`src/mqd_pkg.sv`:
```
`timescale 1ns / 1ps
// ----------------------------------------------------------------------------
// mqd_pkg
// Types and constants shared by the MQTT packet deframer modules.
// ----------------------------------------------------------------------------
package mqd_pkg;

    localparam int LEN_W = 28;

    localparam logic [3:0] TYPE_PUBLISH   = 4'd3;
    localparam logic [2:0] LEN_BYTES_MAX  = 3'd4;
    localparam logic [1:0] QOS_ONE        = 2'd1;

    typedef enum logic [2:0] {
        PH_HDR,
        PH_LEN,
        PH_TLEN_HI,
        PH_TLEN_LO,
        PH_TOPIC,
        PH_ID_HI,
        PH_ID_LO,
        PH_BODY
    } phase_t;

    typedef enum logic [2:0] {
        KIND_HDR_DONE   = 3'd0,
        KIND_TOPIC_LEN  = 3'd1,
        KIND_TOPIC      = 3'd2,
        KIND_PKT_ID     = 3'd3,
        KIND_PAYLOAD    = 3'd4,
        KIND_OTHER_BODY = 3'd5,
        KIND_MALFORMED  = 3'd6
    } kind_t;

    typedef struct packed {
        kind_t              kind;
        logic [3:0]         packet_type;
        logic [3:0]         packet_flags;
        logic [LEN_W-1:0]   remaining_length;
        logic [7:0]         data_byte;
        logic [15:0]        msg_id;
        logic [1:0]         qos;
        logic               publish_valid;
        logic               ack_needed;
        logic               last;
    } res_t;

endpackage

```
`src/mqd_parse.sv`:
```
`timescale 1ns / 1ps
// ----------------------------------------------------------------------------
// mqd_parse
// Packet state registers and the per-byte classification logic.
// ----------------------------------------------------------------------------
module mqd_parse
(
    input  logic           clk,
    input  logic           rst_n,
    input  logic           accept,
    input  logic [7:0]     rx_byte,
    input  logic           restart,
    output logic           res_valid,
    output mqd_pkg::res_t  res
);
    import mqd_pkg::*;

    phase_t             phase_reg, phase_next, phase_eff, body_next;
    logic [3:0]         type_reg, type_next;
    logic [3:0]         flag_reg, flag_next;
    logic [LEN_W-1:0]   accum_reg, accum_next;
    logic [2:0]         lbs_reg, lbs_next;
    logic [LEN_W-1:0]   body_left_reg, body_left_next;
    logic [7:0]         topic_hi_reg, topic_hi_next;
    logic [15:0]        topic_left_reg, topic_left_next;
    logic [7:0]         id_high_reg, id_high_next;
    logic               err_reg, err_next, err_eff;
    logic [LEN_W-1:0]   len_part;
    logic               pub;
    logic [1:0]         qos;
    logic               hit;

    assign pub = (type_reg == TYPE_PUBLISH);
    assign qos = flag_reg[2:1];

    // Place the seven length bits at the group given by the byte count.
    always_comb
    begin
        case (lbs_reg[1:0])
            2'd0:    len_part = {21'd0, rx_byte[6:0]};
            2'd1:    len_part = {14'd0, rx_byte[6:0], 7'd0};
            2'd2:    len_part = {7'd0, rx_byte[6:0], 14'd0};
            default: len_part = {rx_byte[6:0], 21'd0};
        endcase
    end

    always_comb
    begin
        // A restart byte is parsed as if the block had just come out of reset.
        phase_eff       = restart ? PH_HDR : phase_reg;
        err_eff         = restart ? 1'b0 : err_reg;
        phase_next      = phase_eff;
        err_next        = err_eff;
        type_next       = type_reg;
        flag_next       = flag_reg;
        accum_next      = accum_reg;
        lbs_next        = lbs_reg;
        body_left_next  = body_left_reg;
        topic_hi_next   = topic_hi_reg;
        topic_left_next = topic_left_reg;
        id_high_next    = id_high_reg;
        body_next       = PH_BODY;
        hit             = 1'b0;

        res.kind             = KIND_HDR_DONE;
        res.packet_type      = type_reg;
        res.packet_flags     = flag_reg;
        res.remaining_length = accum_reg;
        res.data_byte        = 8'd0;
        res.msg_id           = 16'd0;
        res.qos              = pub ? qos : 2'd0;
        res.publish_valid    = 1'b0;
        res.ack_needed       = 1'b0;
        res.last             = 1'b0;

        if (!err_eff)
        begin
            unique case (phase_eff)
                PH_HDR:
                begin
                    type_next  = rx_byte[7:4];
                    flag_next  = rx_byte[3:0];
                    accum_next = '0;
                    lbs_next   = 3'd0;
                    phase_next = PH_LEN;
                end
                PH_LEN:
                begin
                    if (lbs_reg >= LEN_BYTES_MAX)
                    begin
                        err_next             = 1'b1;
                        phase_next           = PH_HDR;
                        hit                  = 1'b1;
                        res.kind             = KIND_MALFORMED;
                        res.remaining_length = '0;
                        res.last             = 1'b1;
                    end
                    else
                    begin
                        accum_next = accum_reg | len_part;
                        lbs_next   = lbs_reg + 3'd1;
                        if (!rx_byte[7])
                        begin
                            hit                  = 1'b1;
                            body_left_next       = accum_next;
                            res.remaining_length = accum_next;
                            if (accum_next == '0)
                            begin
                                phase_next = PH_HDR;
                                res.last   = 1'b1;
                            end
                            else
                            begin
                                phase_next = pub ? PH_TLEN_HI : PH_BODY;
                            end
                        end
                    end
                end
                default:
                begin
                    hit            = 1'b1;
                    body_left_next = body_left_reg - LEN_W'(1);
                    res.data_byte  = rx_byte;
                    res.last       = (body_left_next == '0);
                    unique case (phase_eff)
                        PH_TLEN_HI:
                        begin
                            res.kind      = KIND_TOPIC_LEN;
                            topic_hi_next = rx_byte;
                            body_next     = PH_TLEN_LO;
                        end
                        PH_TLEN_LO:
                        begin
                            res.kind        = KIND_TOPIC_LEN;
                            topic_left_next = {topic_hi_reg, rx_byte};
                            if (topic_left_next != 16'd0)
                                body_next = PH_TOPIC;
                            else
                                body_next = (qos != 2'd0) ? PH_ID_HI : PH_BODY;
                        end
                        PH_TOPIC:
                        begin
                            res.kind        = KIND_TOPIC;
                            topic_left_next = topic_left_reg - 16'd1;
                            if (topic_left_next != 16'd0)
                                body_next = PH_TOPIC;
                            else
                                body_next = (qos != 2'd0) ? PH_ID_HI : PH_BODY;
                        end
                        PH_ID_HI:
                        begin
                            res.kind     = KIND_PKT_ID;
                            id_high_next = rx_byte;
                            body_next    = PH_ID_LO;
                        end
                        PH_ID_LO:
                        begin
                            res.kind   = KIND_PKT_ID;
                            res.msg_id = {id_high_reg, rx_byte};
                            body_next  = PH_BODY;
                        end
                        default:
                        begin
                            res.kind  = pub ? KIND_PAYLOAD : KIND_OTHER_BODY;
                            body_next = PH_BODY;
                        end
                    endcase
                    if (res.last)
                    begin
                        res.publish_valid = pub && (body_next == PH_BODY);
                        res.ack_needed    = res.publish_valid && (qos == QOS_ONE);
                        phase_next        = PH_HDR;
                    end
                    else
                    begin
                        phase_next = body_next;
                    end
                end
            endcase
        end

        res_valid = accept && hit;
    end

    always_ff @(posedge clk or negedge rst_n)
    begin
        if (!rst_n)
        begin
            phase_reg      <= PH_HDR;
            err_reg        <= 1'b0;
            type_reg       <= 4'd0;
            flag_reg       <= 4'd0;
            accum_reg      <= '0;
            lbs_reg        <= 3'd0;
            body_left_reg  <= '0;
            topic_hi_reg   <= 8'd0;
            topic_left_reg <= 16'd0;
            id_high_reg    <= 8'd0;
        end
        else if (accept)
        begin
            phase_reg      <= phase_next;
            err_reg        <= err_next;
            type_reg       <= type_next;
            flag_reg       <= flag_next;
            accum_reg      <= accum_next;
            lbs_reg        <= lbs_next;
            body_left_reg  <= body_left_next;
            topic_hi_reg   <= topic_hi_next;
            topic_left_reg <= topic_left_next;
            id_high_reg    <= id_high_next;
        end
    end

    // After a malformed length the parser must be parked at the header phase.
    a_err_parks: assert property (@(posedge clk) disable iff (!rst_n)
        err_reg |-> (phase_reg == PH_HDR))
        else $error("sticky error set outside header phase");

    a_lbs_bound: assert property (@(posedge clk) disable iff (!rst_n)
        lbs_reg <= LEN_BYTES_MAX)
        else $error("length byte count exceeded four");

    a_topic_left: assert property (@(posedge clk) disable iff (!rst_n)
        (phase_reg == PH_TOPIC) |-> (topic_left_reg != 16'd0))
        else $error("topic phase with no topic bytes left");

endmodule

```
`src/mqd_obuf.sv`:
```
`timescale 1ns / 1ps
// ----------------------------------------------------------------------------
// mqd_obuf
// Result register with a skid stage, so one more result is taken while output stalls.
// ----------------------------------------------------------------------------
module mqd_obuf
(
    input  logic           clk,
    input  logic           rst_n,
    input  logic           push,
    input  mqd_pkg::res_t  push_data,
    output logic           push_ready,
    output logic           out_valid,
    input  logic           out_ready,
    output mqd_pkg::res_t  out_data
);
    import mqd_pkg::*;

    res_t  out_reg;
    res_t  skid_reg;
    logic  out_valid_reg;
    logic  skid_valid_reg;
    logic  pop;

    assign pop        = out_valid_reg && out_ready;
    assign push_ready = !skid_valid_reg;
    assign out_valid  = out_valid_reg;
    assign out_data   = out_reg;

    always_ff @(posedge clk or negedge rst_n)
    begin
        if (!rst_n)
        begin
            out_valid_reg  <= 1'b0;
            skid_valid_reg <= 1'b0;
        end
        else if (skid_valid_reg)
        begin
            if (pop)
            begin
                skid_valid_reg <= 1'b0;
            end
        end
        else if (push)
        begin
            if (!out_valid_reg || pop)
                out_valid_reg <= 1'b1;
            else
                skid_valid_reg <= 1'b1;
        end
        else if (pop)
        begin
            out_valid_reg <= 1'b0;
        end
    end

    always_ff @(posedge clk)
    begin
        if (skid_valid_reg)
        begin
            if (pop)
                out_reg <= skid_reg;
        end
        else if (push)
        begin
            if (!out_valid_reg || pop)
                out_reg <= push_data;
            else
                skid_reg <= push_data;
        end
    end

    a_skid_behind_out: assert property (@(posedge clk) disable iff (!rst_n)
        skid_valid_reg |-> out_valid_reg)
        else $error("skid stage holds a result while output register is empty");

    a_no_push_full: assert property (@(posedge clk) disable iff (!rst_n)
        push |-> !skid_valid_reg)
        else $error("result pushed while both stages are full");

    a_skid_on_stall: assert property (@(posedge clk) disable iff (!rst_n)
        $rose(skid_valid_reg) |-> $past(out_valid_reg && !out_ready))
        else $error("skid stage filled without an output stall");

endmodule

```
`src/mqtt_packet_deframer.sv`:
```
`timescale 1ns / 1ps
// ----------------------------------------------------------------------------
// mqtt_packet_deframer
// MQTT 3.1.1 receive-side splitter: fixed header, length and PUBLISH fields.
// ----------------------------------------------------------------------------
// Throughput: one byte per clock while in_ready is high; the parse logic is combinational.
// Each result is registered in the buffer's output register, or in its skid stage while the output stalls.
// A two-entry result buffer keeps input flowing during an output stall until its skid entry fills.
// Reset (rst_n, asynchronous) returns the parser to waiting for a header byte
// and empties the result buffer.
// ----------------------------------------------------------------------------
module mqtt_packet_deframer
(
    input  logic         clk,
    input  logic         rst_n,
    input  logic         in_valid,
    output logic         in_ready,
    input  logic [7:0]   rx_byte,
    input  logic         restart,
    output logic         out_valid,
    input  logic         out_ready,
    output logic [2:0]   kind,
    output logic [3:0]   packet_type,
    output logic [3:0]   packet_flags,
    output logic [27:0]  remaining_length,
    output logic [7:0]   data_byte,
    output logic [15:0]  msg_id,
    output logic [1:0]   qos,
    output logic         publish_valid,
    output logic         ack_needed,
    output logic         last
);
    import mqd_pkg::*;

    logic  accept;
    logic  res_valid;
    res_t  res;
    res_t  out_data;

    assign accept = in_valid && in_ready;

    mqd_parse u_parse
    (
        .clk       (clk),
        .rst_n     (rst_n),
        .accept    (accept),
        .rx_byte   (rx_byte),
        .restart   (restart),
        .res_valid (res_valid),
        .res       (res)
    );

    mqd_obuf u_obuf
    (
        .clk        (clk),
        .rst_n      (rst_n),
        .push       (res_valid),
        .push_data  (res),
        .push_ready (in_ready),
        .out_valid  (out_valid),
        .out_ready  (out_ready),
        .out_data   (out_data)
    );

    assign kind             = 3'(out_data.kind);
    assign packet_type      = out_data.packet_type;
    assign packet_flags     = out_data.packet_flags;
    assign remaining_length = out_data.remaining_length;
    assign data_byte        = out_data.data_byte;
    assign msg_id           = out_data.msg_id;
    assign qos              = out_data.qos;
    assign publish_valid    = out_data.publish_valid;
    assign ack_needed       = out_data.ack_needed;
    assign last             = out_data.last;

endmodule
```
`config.mk`:
```
export PLATFORM = sky130hd
export DESIGN_NAME = mqtt_packet_deframer
export DESIGN_NICKNAME = d
export VERILOG_FILES = /design/src/mqd_pkg.sv /design/src/mqd_parse.sv /design/src/mqd_obuf.sv /design/src/mqtt_packet_deframer.sv
export SDC_FILE = /design/constraint.sdc
export NUM_CORES = 1
export LEC_CHECK = 0
export ABC_CLOCK_PERIOD_IN_PS = 8230
export BUFFER_PORTS_ARGS = -buffer_cell sky130_fd_sc_hd__buf_2
export CAP_MARGIN = 30
export CELL_PAD_IN_SITES_DETAIL_PLACEMENT = 1
export CELL_PAD_IN_SITES_GLOBAL_PLACEMENT = 2
export CORE_MARGIN = 5
export CORE_UTILIZATION = 44
export CTS_CLUSTER_SIZE = 20
export DETAILED_ROUTE_END_ITERATION = 10
export PLACE_DENSITY_LB_ADDON = 0.1
export SKIP_LAST_GASP = 1
export SLEW_MARGIN = 10
export SYNTH_ARGS = -nofsm -noshare
export SYNTH_HDL_FRONTEND = slang
export SYNTH_SLANG_ARGS = --single-unit
```
`constraint.sdc`:
```
create_clock -name clk -period 8.23 [get_ports clk]
set_input_delay 1.646 -clock clk [delete_from_list [all_inputs] [get_ports clk]]
set_output_delay 1.646 -clock clk [all_outputs]
set_load 0.005 [all_outputs]
```
# Yosys cells after proc, flatten, opt, wreduce, memory -nomap -nowiden
# Cells that the tools add are included.
# Widths: inputs -> output; s select.
dict set report classes {
  add_sub_neg 3
  order_cmp 1
  eq_ne 15
  n_mux 61
  bitwise_logic 6
  n_reduce_logical 32
}
# op n
set ops {}
lappend ops {{$mux 68} 4}
lappend ops {{$mux 28} 6}
lappend ops {{$pmux 28 s2} 2}
lappend ops {{$pmux 28 s3} 1}
lappend ops {{$logic_not 28->1} 2}
lappend ops {{$mux 52} 1}
lappend ops {{$mux 3} 15}
lappend ops {{$pmux 16 s2} 1}
lappend ops {{$reduce_bool 16->1} 2}
lappend ops {{$or 28x28->28} 1}
lappend ops {{$sub 28x1->28 const B} 1}
lappend ops {{$mux 24} 1}
lappend ops {{$mux 1} 18}
lappend ops {{$pmux 3 s2} 3}
lappend ops {{$mux 16} 1}
lappend ops {{$reduce_and 4->1} 4}
lappend ops {{$sub 16x1->16 const B} 1}
lappend ops {{$eq 3x3->1 const B} 4}
lappend ops {{$pmux 3 s4} 1}
lappend ops {{$reduce_and 3->1} 4}
lappend ops {{$reduce_bool 2->1} 6}
lappend ops {{$pmux 3 s3} 1}
lappend ops {{$mux 2} 4}
lappend ops {{$eq 3x2->1 const B} 2}
lappend ops {{17 further kinds} 32}
dict set report word_totals {
  reg_bits 241
  in_bits 13
  elab_cells 150
}

# Depth between registers and ports, before layout
# Gate-level depths: netlist (run 1).
dict set report depth {
  depth_word 15
  mapped_depth 10
  ltp_nobuf 9
}

# Modules after synthesis
# From an unflattened synthesis (run 1), not the netlist that was laid out.
dict set report hier_totals {
  cells_unflattened 1114
  area_unflattened_um2 12249.2
}
# mod n_inst cells_each area_each_um2 seq_area_each_um2
set modules_own_cells {}
lappend modules_own_cells {mqd_parse 1 890 6994.2 2577.5}
lappend modules_own_cells {mqd_obuf 1 223 5248.8 4134.0}
lappend modules_own_cells {mqtt_packet_deframer 1 1 6.3 0.0}

# Worst setup path before layout (run 1)
# Ideal clock, no wire load.
dict set report synth_timing {
  path_type {input to register}
  start {input port restart}
  end {register u_obuf.out_reg (netlist bit u_obuf.out_data[0]) (enable)}
  arrival_ns 5.734
  setup_slack_ns 1.973
  cell_stages 4
  path_buffers 0
  path_cell_list {and2b_2 > nor2_1 > o21ai_0 > a22oi_1}
}
dict set report synth_between {
  elab_chain_len 7
  elab_cells_between_ends 9
  cone_classes {eq/ne: 1; mux: 4; reduce/logical: 4}
}
# element line_no
set synth_rtl {}
lappend synth_rtl {{start, declared} mqtt_packet_deframer.sv:19} ;# input logic restart,
lappend synth_rtl {{$mux 3} mqd_parse.sv:50} ;# phase_eff = restart ? PH_HDR : phase_reg;
lappend synth_rtl {{$eq 3x1->1 or $logic_not 3->1 (tied branches)} mqd_parse.sv:78} ;# unique case (phase_eff)
lappend synth_rtl {{$pmux 1 s2} mqd_parse.sv:78}
lappend synth_rtl {{$mux 1 (*)} mqd_parse.sv:76} ;# if (!err_eff)
lappend synth_rtl {{$logic_and 1x1->1 (*)} mqd_parse.sv:182} ;# res_valid = accept && hit;
lappend synth_rtl {{$reduce_bool 2->1 (no line) (*)} --}
lappend synth_rtl {{$reduce_and 3->1 (no line) (*)} --}
lappend synth_rtl {{end signal, assigned} mqd_obuf.sv:62} ;# out_reg <= skid_reg;
lappend synth_rtl {{end signal, assigned} mqd_obuf.sv:67} ;# out_reg <= push_data;
lappend synth_rtl {{end, declared} mqd_obuf.sv:19} ;# res_t out_reg;
# Mark *: on every way between the ends. The rest lies on a longest branch, timed or not.
# A chain may end at the register's enable or synchronous reset.

# Worst setup path after layout (run 1)
dict set report layout_timing {
  start {input port restart}
  end {register u_obuf.skid_reg[15] (netlist name) (enable)}
}
dict set report layout_between {
  elab_chain_len 6
  elab_cells_between_ends 8
  cone_classes {eq/ne: 1; mux: 4; reduce/logical: 3}
}
# element line_no
set layout_rtl {}
lappend layout_rtl {{$mux 3} mqd_parse.sv:50}
lappend layout_rtl {{$eq 3x1->1 or $logic_not 3->1 (tied branches)} mqd_parse.sv:78}
lappend layout_rtl {{$pmux 1 s2} mqd_parse.sv:78}
lappend layout_rtl {{$mux 1 (*)} mqd_parse.sv:76}
lappend layout_rtl {{$logic_and 1x1->1 (*)} mqd_parse.sv:182}
lappend layout_rtl {{$reduce_and 3->1 (no line) (*)} --}
lappend layout_rtl {{end signal, assigned} mqd_obuf.sv:69} ;# skid_reg <= push_data;
lappend layout_rtl {{end, declared} mqd_obuf.sv:20} ;# res_t skid_reg;
# Marked as above.

==> results.md, run 1 <==
* Num ports at between 80 and 90
* Final Cell Area at around 0.013 mm^2
* Crit-path slowest cell: and3_2
* Synth-to-layout area growth at 13.5%
* CP cell instances: buf_2, and2b_2, nor2_1, o21ai_0, inv_1, and3_2, buf_4
* CTS root buf: clkbuf_16
* Post-Synth Adder-Cell Area at less than 1%
* Layout Nets at 1146
* Crit path capture type: flip-flop
* Final hold vios at 0
* Setup TNS at 0 ns
* R2R cell count at 9
* Initial Util at between 40% and 50%
* Setup-failing EPs final at 0
* Post-synth EDFFs at 136
* Combinational Power Share at a little under a third
* First-pass GRT wire length at 52700 um
* Vias in the first global route at 8900
* Cell area power density at ~340 mW/mm^2
* Sink Count at 241
* Post-synth top flop: edfxtp_1
* ANT nets after route at 0
* Post-synthesis mux area share at 6.85%
* Register area share after synthesis at 57.5%
* CTS tree: built
* Fraction of layout cells with a size suffix above 1 at 19.9%
* Sw Share at 36.6%
* Critical Path Max Stage Delay at 0.65 ns
* Clock Tree Buf Depth at 3
* 1st-pass router iterations at 5
* Tot GR Track Use at 21.6%
* Htree depth at 1
* Most frequent cells in the layout: edfxtp_1 (136), nand2_1 (125), dfrtp_1 (105)
* Max transition margin at 34.0%
* Postcts setup bufs at 0
* Status: complete, no violations
* Hold Path Cell Cnt at 0
* Post-Place Cells at 1427
* Worst min-delay path class: reg -> reg
* DRT Wirelength at 33000 um
* Non-filler cells, final at between 1000 and 1500
* FF-to-FF setup slack at 4.63 ns
* Via count at 8680
* Ys Warns at 0
* Die area at ~0.030 mm^2
* Post-layout min period at 4.10 ns
* Slew Limit Fails at 0
* Leak at approximately 5.4 nW
* Gr ovfl total at 0
* Cts hold-fix bufs at 0
* WP data required at 8.40 ns
* Avg Cell Area, Syn at 10.9 um^2
* Largest net degree at the start of global routing at between 60 and 70
* Critical Path AT at roughly 4.3 ns
* Post-Route Utilization at 50.8%
* XOR/XNOR share of the synthesized area at 0.751%
* Crit Path Category: in -> reg
* DIE HEIGHT at 173 um
* Synth Area in Simple Gates at 15.2%
* Mapped cell area at 0.0117 mm^2
* Worst flop-to-flop path startpoint: u_parse.body_left_reg[0]$_DFFE_PN0P_
* Max FO, Critical Path at 42
* Max Clock Skew at 0.0169 ns
* Max cap viols at 0
* Seq pwr share at 43.4%
* Critical Path Start Type: primary input
* Reg-to-Reg End: u_obuf.skid_reg[1]$_DFFE_PP_
* # rows at about 60
* Hold wc startpoint: u_parse.flag_reg[3]$_DFFE_PN0P_
* Syn nets at approximately 1100
* Synth Area in Compound Gates at ~15%
* Antenna Diode Count at 0
* Initial antenna violation count at 0
* Register bit count reported by yosys at 241
* Routed wire per std cell at approximately 22 um
* Commonest non-fill, non-tap cell in the layout: edfxtp_1
* Tcrit/Tclk final at 49.8%
* Core area at 0.0261 mm^2
* Worst skew pair latency at 0.54 ns
* Ys async rst share at 43.6%
* Total power at ~0.0046 W
* RSZ-0062 raised after global routing: false
* Gate count of the mapped netlist at ~1100
* Fmax at 244 MHz
* Clk pin slew, worst setup/hold paths at 0.06 ns
* Main combinational cell family by area after synthesis: compound AO/OA/AOI/OAI gates
* # DRC at 0
* DRT iter0 DRCs at 489
* Post-synth cell types at 75
* WHS Endpoint: u_obuf.skid_reg[60]$_DFFE_PP_
* RD Place Congestion at 0.793
* Detailed Place HPWL at between 20000 and 25000 um
* CTS Buf Count at 27
* VDD IR max at ~0.21 mV
* Filler instances at 2832
* Int Power at 0.00289 W
* Cts repair resizes at 0
* Clock power frac at 24.9%
* Placed instance area at around 0.012 mm^2
* Slew @ Worst Pin at 0.983 ns
* Avg Vias per Cell at a little under 6
* Die Wd at 173 um
* Number of I/O port buffers at 82
* Switching power at 0.00167 W
-- worst max-delay path: cells and delay by family --
kind / cells / cell delay, ns
AO/OA/AOI/OAI: 1 / 0.27
AND/OR/NAND/NOR: 3 / 1.32
buffers and inverters: 3 / 0.95
-- stage by stage --
stage,hold slack [ns],worst slack [ns]
2_1_floorplan,0.439,1.97
3_3_place_gp,0.456,3.69
3_5_place_dp,0.470,3.60
4_1_cts,0.494,4.15
5_1_grt,0.507,3.91
6_report,0.484,4.13
-- worst max-delay path by stage --
stage | startpoint | endpoint
4_1_cts | restart | u_obuf.skid_reg[14]$_DFFE_PP_
3_5_place_dp | restart | u_obuf.skid_reg[14]$_DFFE_PP_
2_1_floorplan | restart | u_obuf.out_data[0]$_DFFE_PP_
6_report | restart | u_obuf.skid_reg[15]$_DFFE_PP_
5_1_grt | restart | u_obuf.skid_reg[19]$_DFFE_PP_
3_3_place_gp | restart | u_obuf.skid_reg[18]$_DFFE_PP_
-- metal layers --
metal | share of wire [%] | GRT usage (%)
met5 | 0 | 0
met4 | 1.8 | 4.68
met3 | 4.2 | 2.95
met2 | 47 | 34.9
met1 | 47 | 31.4
-- power by group through the flow --
stage	sequential, W	clock (W)	combinational, W
after floorplan	0.00189	0	0.00101
after global placement	0.00199	0	0.00139
after detailed placement	0.00200	0	0.00144
after CTS	0.00198	0.00117	0.00145
after global routing	0.00203	0.00122	0.00160
final	0.00198	0.00113	0.00144
-- kinds of logic (layout without fill, tap and decap cells) --
group,count (synthesis),in the layout
flops,241,241
buf+inv,100,179
fa+ha+maj,9,9
simple gates,359,359
mux,71,71
compound gates,276,276
xor+xnor,10,10
-- Yosys cell counts (4+ instances only) --
cell | count | area [um^2]
o21ai_0 | 58 | 290
o41ai_1 | 4 | 35.0
a22o_1 | 8 | 70.1
a21oi_1 | 75 | 375
dfrtp_1 | 105 | 2630
or2_2 | 4 | 25.0
nor2b_1 | 6 | 37.5
ha_1 | 9 | 113
mux2_2 | 71 | 800
nand4_1 | 8 | 50.1
clkbuf_1 | 61 | 229
buf_1 | 6 | 22.5
a32oi_1 | 4 | 35.0
or3_1 | 7 | 43.8
nand3b_1 | 4 | 30.0
nor3b_1 | 5 | 37.5
xor2_1 | 4 | 35.0
a22oi_1 | 4 | 30.0
nand3_1 | 17 | 85.1
nand2_1 | 125 | 469
o21ai_1 | 15 | 75.1
a21o_1 | 15 | 113
nor2_1 | 79 | 297
xnor2_1 | 6 | 52.6
a31oi_1 | 7 | 43.8
nor4_1 | 17 | 106
and2_1 | 15 | 93.8
o22ai_1 | 10 | 62.6
nor3_1 | 36 | 180
o31ai_1 | 24 | 180
o211a_1 | 15 | 150
or4_1 | 9 | 67.6
inv_1 | 29 | 109
nand2b_1 | 6 | 37.5
edfxtp_1 | 136 | 4080
-- area by class of cell --
| type | instances | area, um^2 | share of cell area (%) |
|---|---|---|---|
| clock buffer | 38 | 727 | 5.49 |
| clock inverter | 12 | 90.1 | 0.680 |
| inverter | 29 | 109 | 0.822 |
| multi-input combinational | 725 | 4590 | 34.7 |
| sequential | 241 | 6710 | 50.7 |
| tap | 335 | 419 | 3.16 |
| timing repair buffer | 100 | 596 | 4.50 |
No activity file was read; power rests on OpenSTA's default activity.
==> run 2, diff against run 1 <==
Settings changed: ABC_CLOCK_PERIOD_IN_PS 8230 to 3900, CORE_UTILIZATION 44 to 40.
Clock period 8.23 ns to 3.9 ns, I/O delays scaled along.
==> run 2 against run 1 <==
Power up 110%. Sequential share of layout area shrank 0.90 points. Die area up 9.4%. Design area up 1.8%. Clock skew shrank 0.0018 ns. Combinational power grew 120%. Sequential power rose by 110%. Final cell count rose by 4.4%. Utilization decreased by 4.0 points. First-iteration DRC count up 9.4%. Critical path type is now reg -> reg.
==> results.md, run 2 (synthesis results as in run 1) <==
* Largest net degree at the start of global routing at 58 (-16%)
* Avg Vias per Cell at 5.62 (-4.2%)
* Combinational Power Share at 31.7% (about the same)
* Via count at 8680 (unchanged)
* Filler instances at 3106 (+9.7%)
* Commonest non-fill, non-tap cell in the layout: edfxtp_1
* Die Wd at 181 um (+4.6%)
* Initial antenna violation count at 1 (+1)
* Fin Hold WS at 0.310 ns (-0.174 ns)
* Max transition margin at 46.9% (+13 points)
* Crit Path Category: reg -> reg
* # DRC at 0 (unchanged)
* Worst Setup EP: u_obuf.skid_reg[1]$_DFFE_PP_
* Sink Count at 241 (unchanged)
* Fraction of layout cells with a size suffix above 1 at 21.6% (+1.7 points)
* Max cap viols at 0 (unchanged)
* Max FO, Critical Path at 9 (-79%)
* Worst path buffer plus inverter count at 2 (-1)
* Worst skew pair latency at 0.54 ns (about the same)
* Layout Nets at 1162 (+1.4%)
* Postcts setup bufs at 0 (unchanged)
* Synth-to-layout area growth at 15.6%
* WP depth at 10 (+3)
* Critical Path Start Type: flip-flop
* Vias in the first global route at 8900 (unchanged)
* Slew @ Worst Pin at 0.796 ns (-0.187 ns)
* Final hold vios at 0 (unchanged)
* Worst flop-to-flop path startpoint: u_parse.body_left_reg[0]$_DFFE_PN0P_
* RSZ-0062 raised after global routing: false
* Int Power at 0.00623 W (+120%)
* CTS tree: built
* Max Clock Skew at 0.0151 ns (-0.00183 ns)
* WP data required at 4.31 ns (-4.09 ns)
* Leak at 5.52 nW (+1.9%)
* Antenna Diode Count at 0 (unchanged)
* DRT iter0 DRCs at 535 (+9.4%)
* Post-Route Utilization at 46.9% (-4.0 points)
* Setup TNS at 0 ns (unchanged)
* DIE HEIGHT at 181 um (+4.6%)
* Cts repair resizes at 0 (unchanged)
* CTS root buf: clkbuf_16
* Tot GR Track Use at 20.2% (-1.5 points)
* Worst min-delay path class: in -> async
* DRT Wirelength at 33700 um (+2.1%)
* VDD IR max at 0.343 mV (+61%)
* Cell area power density at 726 mW/mm^2 (+110%)
* CP Launch Point: u_parse.body_left_reg[0]$_DFFE_PN0P_
* Setup-failing EPs final at 0 (unchanged)
* Gr ovfl total at 0 (unchanged)
* ANT nets after route at 0 (unchanged)
* Seq pwr share at 42.6% (-0.8 points)
* Detailed Place HPWL at 22800 um (+6.4%)
* Clock power frac at 25.7% (+0.8 points)
* CTS Buf Count at 27 (unchanged)
* Die area at 0.0327 mm^2 (+9.4%)
* Most frequent cells in the layout: edfxtp_1 (136), nand2_1 (125), dfrtp_1 (105)
* Post-layout min period at 3.28 ns
* Core area at 0.0288 mm^2 (+10%)
* Reg-to-Reg End: u_obuf.skid_reg[1]$_DFFE_PP_
* 1st-pass router iterations at 5 (unchanged)
* # rows at 62 (+5.1%)
* Tcrit/Tclk final at a little over four fifths
* Switching power at 0.00357 W (+110%)
* Cell family with the largest share of critical-path delay: simple AND/OR/NAND/NOR gates
* Clk pin slew, worst setup/hold paths at 0.06 ns (about the same)
* R2R cell count at 10 (+1)
* Crit-path slowest cell: a2111o_1
* Slew Limit Fails at 0 (unchanged)
* Initial Util at 40.5% (-4.2 points)
* Fmax at between 300 and 400 MHz
* Routed wire per std cell at 21.8 um (-2.2%)
* Num ports at 83 (unchanged)
* Number of I/O port buffers at 82 (unchanged)
* Crit path capture type: flip-flop
* FF-to-FF setup slack at 0.62 ns (-4.01 ns)
* Cts hold-fix bufs at 0 (unchanged)
* CP cell instances: inv_1, ha_1, nor4b_2, buf_4, nand4_1, o2bb2ai_1, or4_1, a2111o_1, nor4b_4, and4b_1
* First-pass GRT wire length at 53100 um (+0.75%)
* Critical Path AT at 3.69 ns (-0.57 ns)
* Clock Tree Buf Depth at 3 (unchanged)
* Sw Share at 36.4% (-0.23 points)
* Status: complete, no violations
* RD Place Congestion at 0.839 (+5.8%)
* Htree depth at 1 (unchanged)
* Critical Path Max Stage Delay at 0.48 ns (-0.17 ns)
==> run 2: area by class of cell <==
class / count / area (um^2) / area share (%)
flip-flops and latches: 241 / 6710 / 49.8
multi-input cells: 725 / 4600 / 34.1
clock buffers: 34 / 732 / 5.43
repair buffers: 116 / 713 / 5.29
well taps: 384 / 480 / 3.56
clock inverters: 16 / 140 / 1.04
inverters: 29 / 109 / 0.807
==> run 2: power by group through the flow <==
stage / Clock [W] / Combinational [W] / Sequential [W]
floorplan: 0 / 0.00213 / 0.00399
global placement: 0 / 0.00305 / 0.00419
detailed placement: 0 / 0.00312 / 0.00421
CTS: 0.00258 / 0.00314 / 0.00417
global route: 0.00269 / 0.00344 / 0.00427
finish: 0.00251 / 0.00311 / 0.00417
==> run 2: worst min path at each step <==
stage                                    start                                endpoint
4_1_cts                                  rst_n  u_parse.topic_left_reg[14]$_DFFE_PN0P_
5_1_grt                                  rst_n  u_parse.topic_left_reg[13]$_DFFE_PN0P_
3_3_place_gp   u_parse.flag_reg[3]$_DFFE_PN0P_           u_obuf.skid_reg[60]$_DFFE_PP_
3_5_place_dp   u_parse.flag_reg[3]$_DFFE_PN0P_           u_obuf.skid_reg[60]$_DFFE_PP_
6_report                                 rst_n  u_parse.topic_left_reg[14]$_DFFE_PN0P_
2_1_floorplan  u_parse.flag_reg[0]$_DFFE_PN0P_           u_obuf.skid_reg[57]$_DFFE_PP_
==> run 2: metrics by stage <==
step,area (um^2),setup slack (ns),total power [W],std cells
6_report,13500,0.620,0.00979,1545
3_5_place_dp,12600,0.581,0.00733,1494
5_1_grt,13500,0.418,0.0104,1545
3_3_place_gp,12600,0.660,0.00724,1493
2_1_floorplan,11700,0.0119,0.00611,1066
4_1_cts,13500,0.578,0.00988,1544
==> run 2: layer usage <==
layer	part of all wire [%]	global-route usage, %	vias to the layer above
li1	-	-	4097
met1	49	29.6	4390
met2	46	32.4	150
met3	4.0	2.65	41
met4	1.5	3.63	2
met5	0.027	0	-
==> run 3, diff against run 2 <==
Settings changed: ABC_CLOCK_PERIOD_IN_PS 3900 to 3300.
Clock period 3.9 ns to 3.3 ns, I/O delays scaled along.
==> run 3 against run 2 <==
Sequential share of layout area shrank 0.68 points. Non-clock buffer count grew 23. Clock-buffer cell count shrank 1. Critical endpoint unchanged. Clock power grew 20%. Largest power group unchanged.
==> results.md, run 3 (synthesis results as in run 1) <==
* Worst skew pair latency at 0.54 ns (about the same)
* Fraction of layout cells with a size suffix above 1 at 23.6% (+2.0 points)
* Setup-failing EPs final at 0 (unchanged)
* Critical Path AT at 3.57 ns (-0.12 ns)
* CTS root buf: clkbuf_16
* Cell family with the largest share of critical-path delay: simple AND/OR/NAND/NOR gates
* Final Cell Area at 0.0137 mm^2 (+1.4%)
* Worst min-delay path class: in -> async
* Clock Tree Buf Depth at 3 (unchanged)
* Tot GR Track Use at 20.3% (+0.18 points)
* ANT nets after route at 0 (unchanged)
* Via count at 8747 (+0.77%)
* 1st-pass router iterations at 5 (unchanged)
* Most frequent cells in the layout: edfxtp_1 (136), nand2_1 (125), dfrtp_1 (105)
* Slew Limit Fails at 0 (unchanged)
* Crit Path Category: reg -> reg
* Crit-path slowest cell: or4_1
* Post-Place Cells at 1517 (+1.5%)
* Vias in the first global route at 8897 (-0.034%)
* Worst Setup EP: u_obuf.skid_reg[1]$_DFFE_PP_
* Tcrit/Tclk final at 95.8% (+12 points)
* Initial antenna violation count at 0 (-1)
* R2R cell count at 7 (-3)
* Postcts setup bufs at 0 (unchanged)
* Sink Count at 241 (unchanged)
* DIE HEIGHT at 181 um (unchanged)
* Core area at 0.0288 mm^2 (unchanged)
* CTS Buf Count at 27 (unchanged)
* Leak at 5.62 nW (+1.9%)
* Htree depth at 1 (unchanged)
* Synth-to-layout area growth at 17.2%
* Placed instance area at 0.0128 mm^2 (+1.4%)
* Layout Nets at 1185 (+2.0%)
* Worst path buffer plus inverter count at 0 (-2)
* Avg Vias per Cell at 5.58 (-0.64%)
* RSZ-0062 raised after global routing: false
* RD Place Congestion at 0.856 (+2.1%)
* Detailed Place HPWL at 23300 um (+2.0%)
* First-pass GRT wire length at 53600 um (+0.95%)
* Critical Path Start Type: flip-flop
* WP depth at 7 (-3)
* Initial Util at 40.5% (unchanged)
* Max cap viols at 0 (unchanged)
* Crit path capture type: flip-flop
* Final hold vios at 0 (unchanged)
* Num ports at 83 (unchanged)
* Fmax at 316 MHz (+3.8%)
* VDD IR max at 0.447 mV (+30%)
* CP Launch Point: u_parse.body_left_reg[19]$_DFFE_PN0P_
* Post-layout min period at 3.16 ns (-0.119 ns)
* Number of I/O port buffers at 82 (unchanged)
* Antenna Diode Count at 0 (unchanged)
* WP data required at 3.70 ns (-0.61 ns)
* # rows at 62 (unchanged)
* Slew @ Worst Pin at 0.689 ns (-0.107 ns)
* Max FO, Critical Path at 4 (-5)
* Routed wire per std cell at 21.5 um (-1.6%)
* Die area at 0.0327 mm^2 (unchanged)
* Clk pin slew, worst setup/hold paths at 0.06 ns (about the same)
* Cts hold-fix bufs at 0 (unchanged)
* CP cell instances: or4_1, or3_1, or2_1, or3_4, a2111o_1, nor4b_4, and4b_1
* Worst flop-to-flop path startpoint: u_parse.body_left_reg[19]$_DFFE_PN0P_
* Max Clock Skew at 0.0144 ns (-0.000737 ns)
* FF-to-FF setup slack at 0.14 ns (-0.48 ns)
* Filler instances at 3093 (-0.42%)
* DRT Wirelength at 33700 um (-0.17%)
* Cell area power density at 857 mW/mm^2 (+18%)
* Largest net degree at the start of global routing at 58 (unchanged)
* DRT iter0 DRCs at 550 (+2.8%)
* Critical Path Max Stage Delay at 0.59 ns (+0.11 ns)
* Max transition margin at 54.1% (+7.2 points)
* CTS tree: built
* Status: complete, no violations
* Commonest non-fill, non-tap cell in the layout: edfxtp_1
* Non-filler cells, final at 1567 (+1.4%)
* Reg-to-Reg End: u_obuf.skid_reg[1]$_DFFE_PP_
* Die Wd at 181 um (unchanged)
* # DRC at 0 (unchanged)
* Gr ovfl total at 0 (unchanged)
run 3: changes by cell type in the layout (fill, tap and decap cells not counted), sizes merged:
| cell | previous run | this run |
|---|---|---|
| clkinv | 10 | 7 |
| buf | 116 | 138 |
| clkinvlp | 3 | 6 |
| bufinv | 2 | 3 |
| inv | 30 | 29 |
run 3: metal layers:
layer | part of all wire, % | global-route usage [%] | vias to the layer above | wire length, um
li1 | - | - | 4155 | -
met1 | 49 | 30.2 | 4418 | 16600
met2 | 45 | 32.2 | 141 | 15100
met3 | 4.2 | 3.16 | 33 | 1420
met4 | 1.4 | 3.42 | 0 | 465
met5 | 0 | 0 | - | 0
run 3: how the worst min path moves through the flow:
stage	to	depth (start not counted)	slack, ns	startpoint
floorplan	u_obuf.out_valid$_DFFE_PN0P_	0	0.36	rst_n
global placement	u_obuf.skid_reg[57]$_DFFE_PP_	0	0.45	u_parse.flag_reg[0]$_DFFE_PN0P_
detailed placement	u_obuf.skid_reg[57]$_DFFE_PP_	0	0.46	u_parse.flag_reg[0]$_DFFE_PN0P_
CTS	u_parse.topic_left_reg[7]$_DFFE_PN0P_	1	0.18	rst_n
global route	u_parse.topic_left_reg[13]$_DFFE_PN0P_	1	0.21	rst_n
finish	u_parse.topic_left_reg[13]$_DFFE_PN0P_	1	0.17	rst_n
run 3: worst reg2reg max path: stages (launching register included):
cell	delay, ns
dfrtp_1	0.37
or4_1	0.59
or3_1	0.40
or2_1	0.23
or3_4	0.34
a2111o_1	0.56
nor4b_4	0.32
and4b_1	0.23
run 3: cell type report:
cell class              count  area, um^2  share of cell area, %
repair buffers            139         863                   6.31
well taps                 384         480                   3.51
flip-flops and latches    241        6710                   49.1
inverters                  29         109                  0.796
multi-input cells         725        4620                   33.8
clock buffers              33         718                   5.25
clock inverters            16         171                   1.25
run 3: timing repair:
| action | 4_1_cts | 5_1_grt |
|---|---|---|
| hold endpoints to repair | 0 | 0 |
| gates resized for setup | 0 | 1 |
| endpoints found under the setup margin | 0 | 4 |
run 3: where the power goes:
| part | leakage, nW | internal, W | switching [W] |
|---|---|---|---|
| clock network | 0.418 | 0.00178 | 0.00124 |
| registers | 2.64 | 0.00414 | 0.000712 |
| logic | 2.56 | 0.00157 | 0.00227 |
| total | 5.62 | 0.00749 | 0.00422 |
run 3: through the flow:
step                      hold slack (ns)  TNS (ns)  util (%)  power (W)  worst slack [ns]
final                               0.169         0      47.5     0.0117             0.138
after global routing                0.212         0      47.5     0.0125           0.00272
after CTS                           0.180         0      47.5     0.0118             0.133
after detailed placement            0.462         0      44.4    0.00876             0.152
after global placement              0.453         0      44.4    0.00868             0.176
after floorplan                     0.364    -16.21         -    0.00724            -0.238
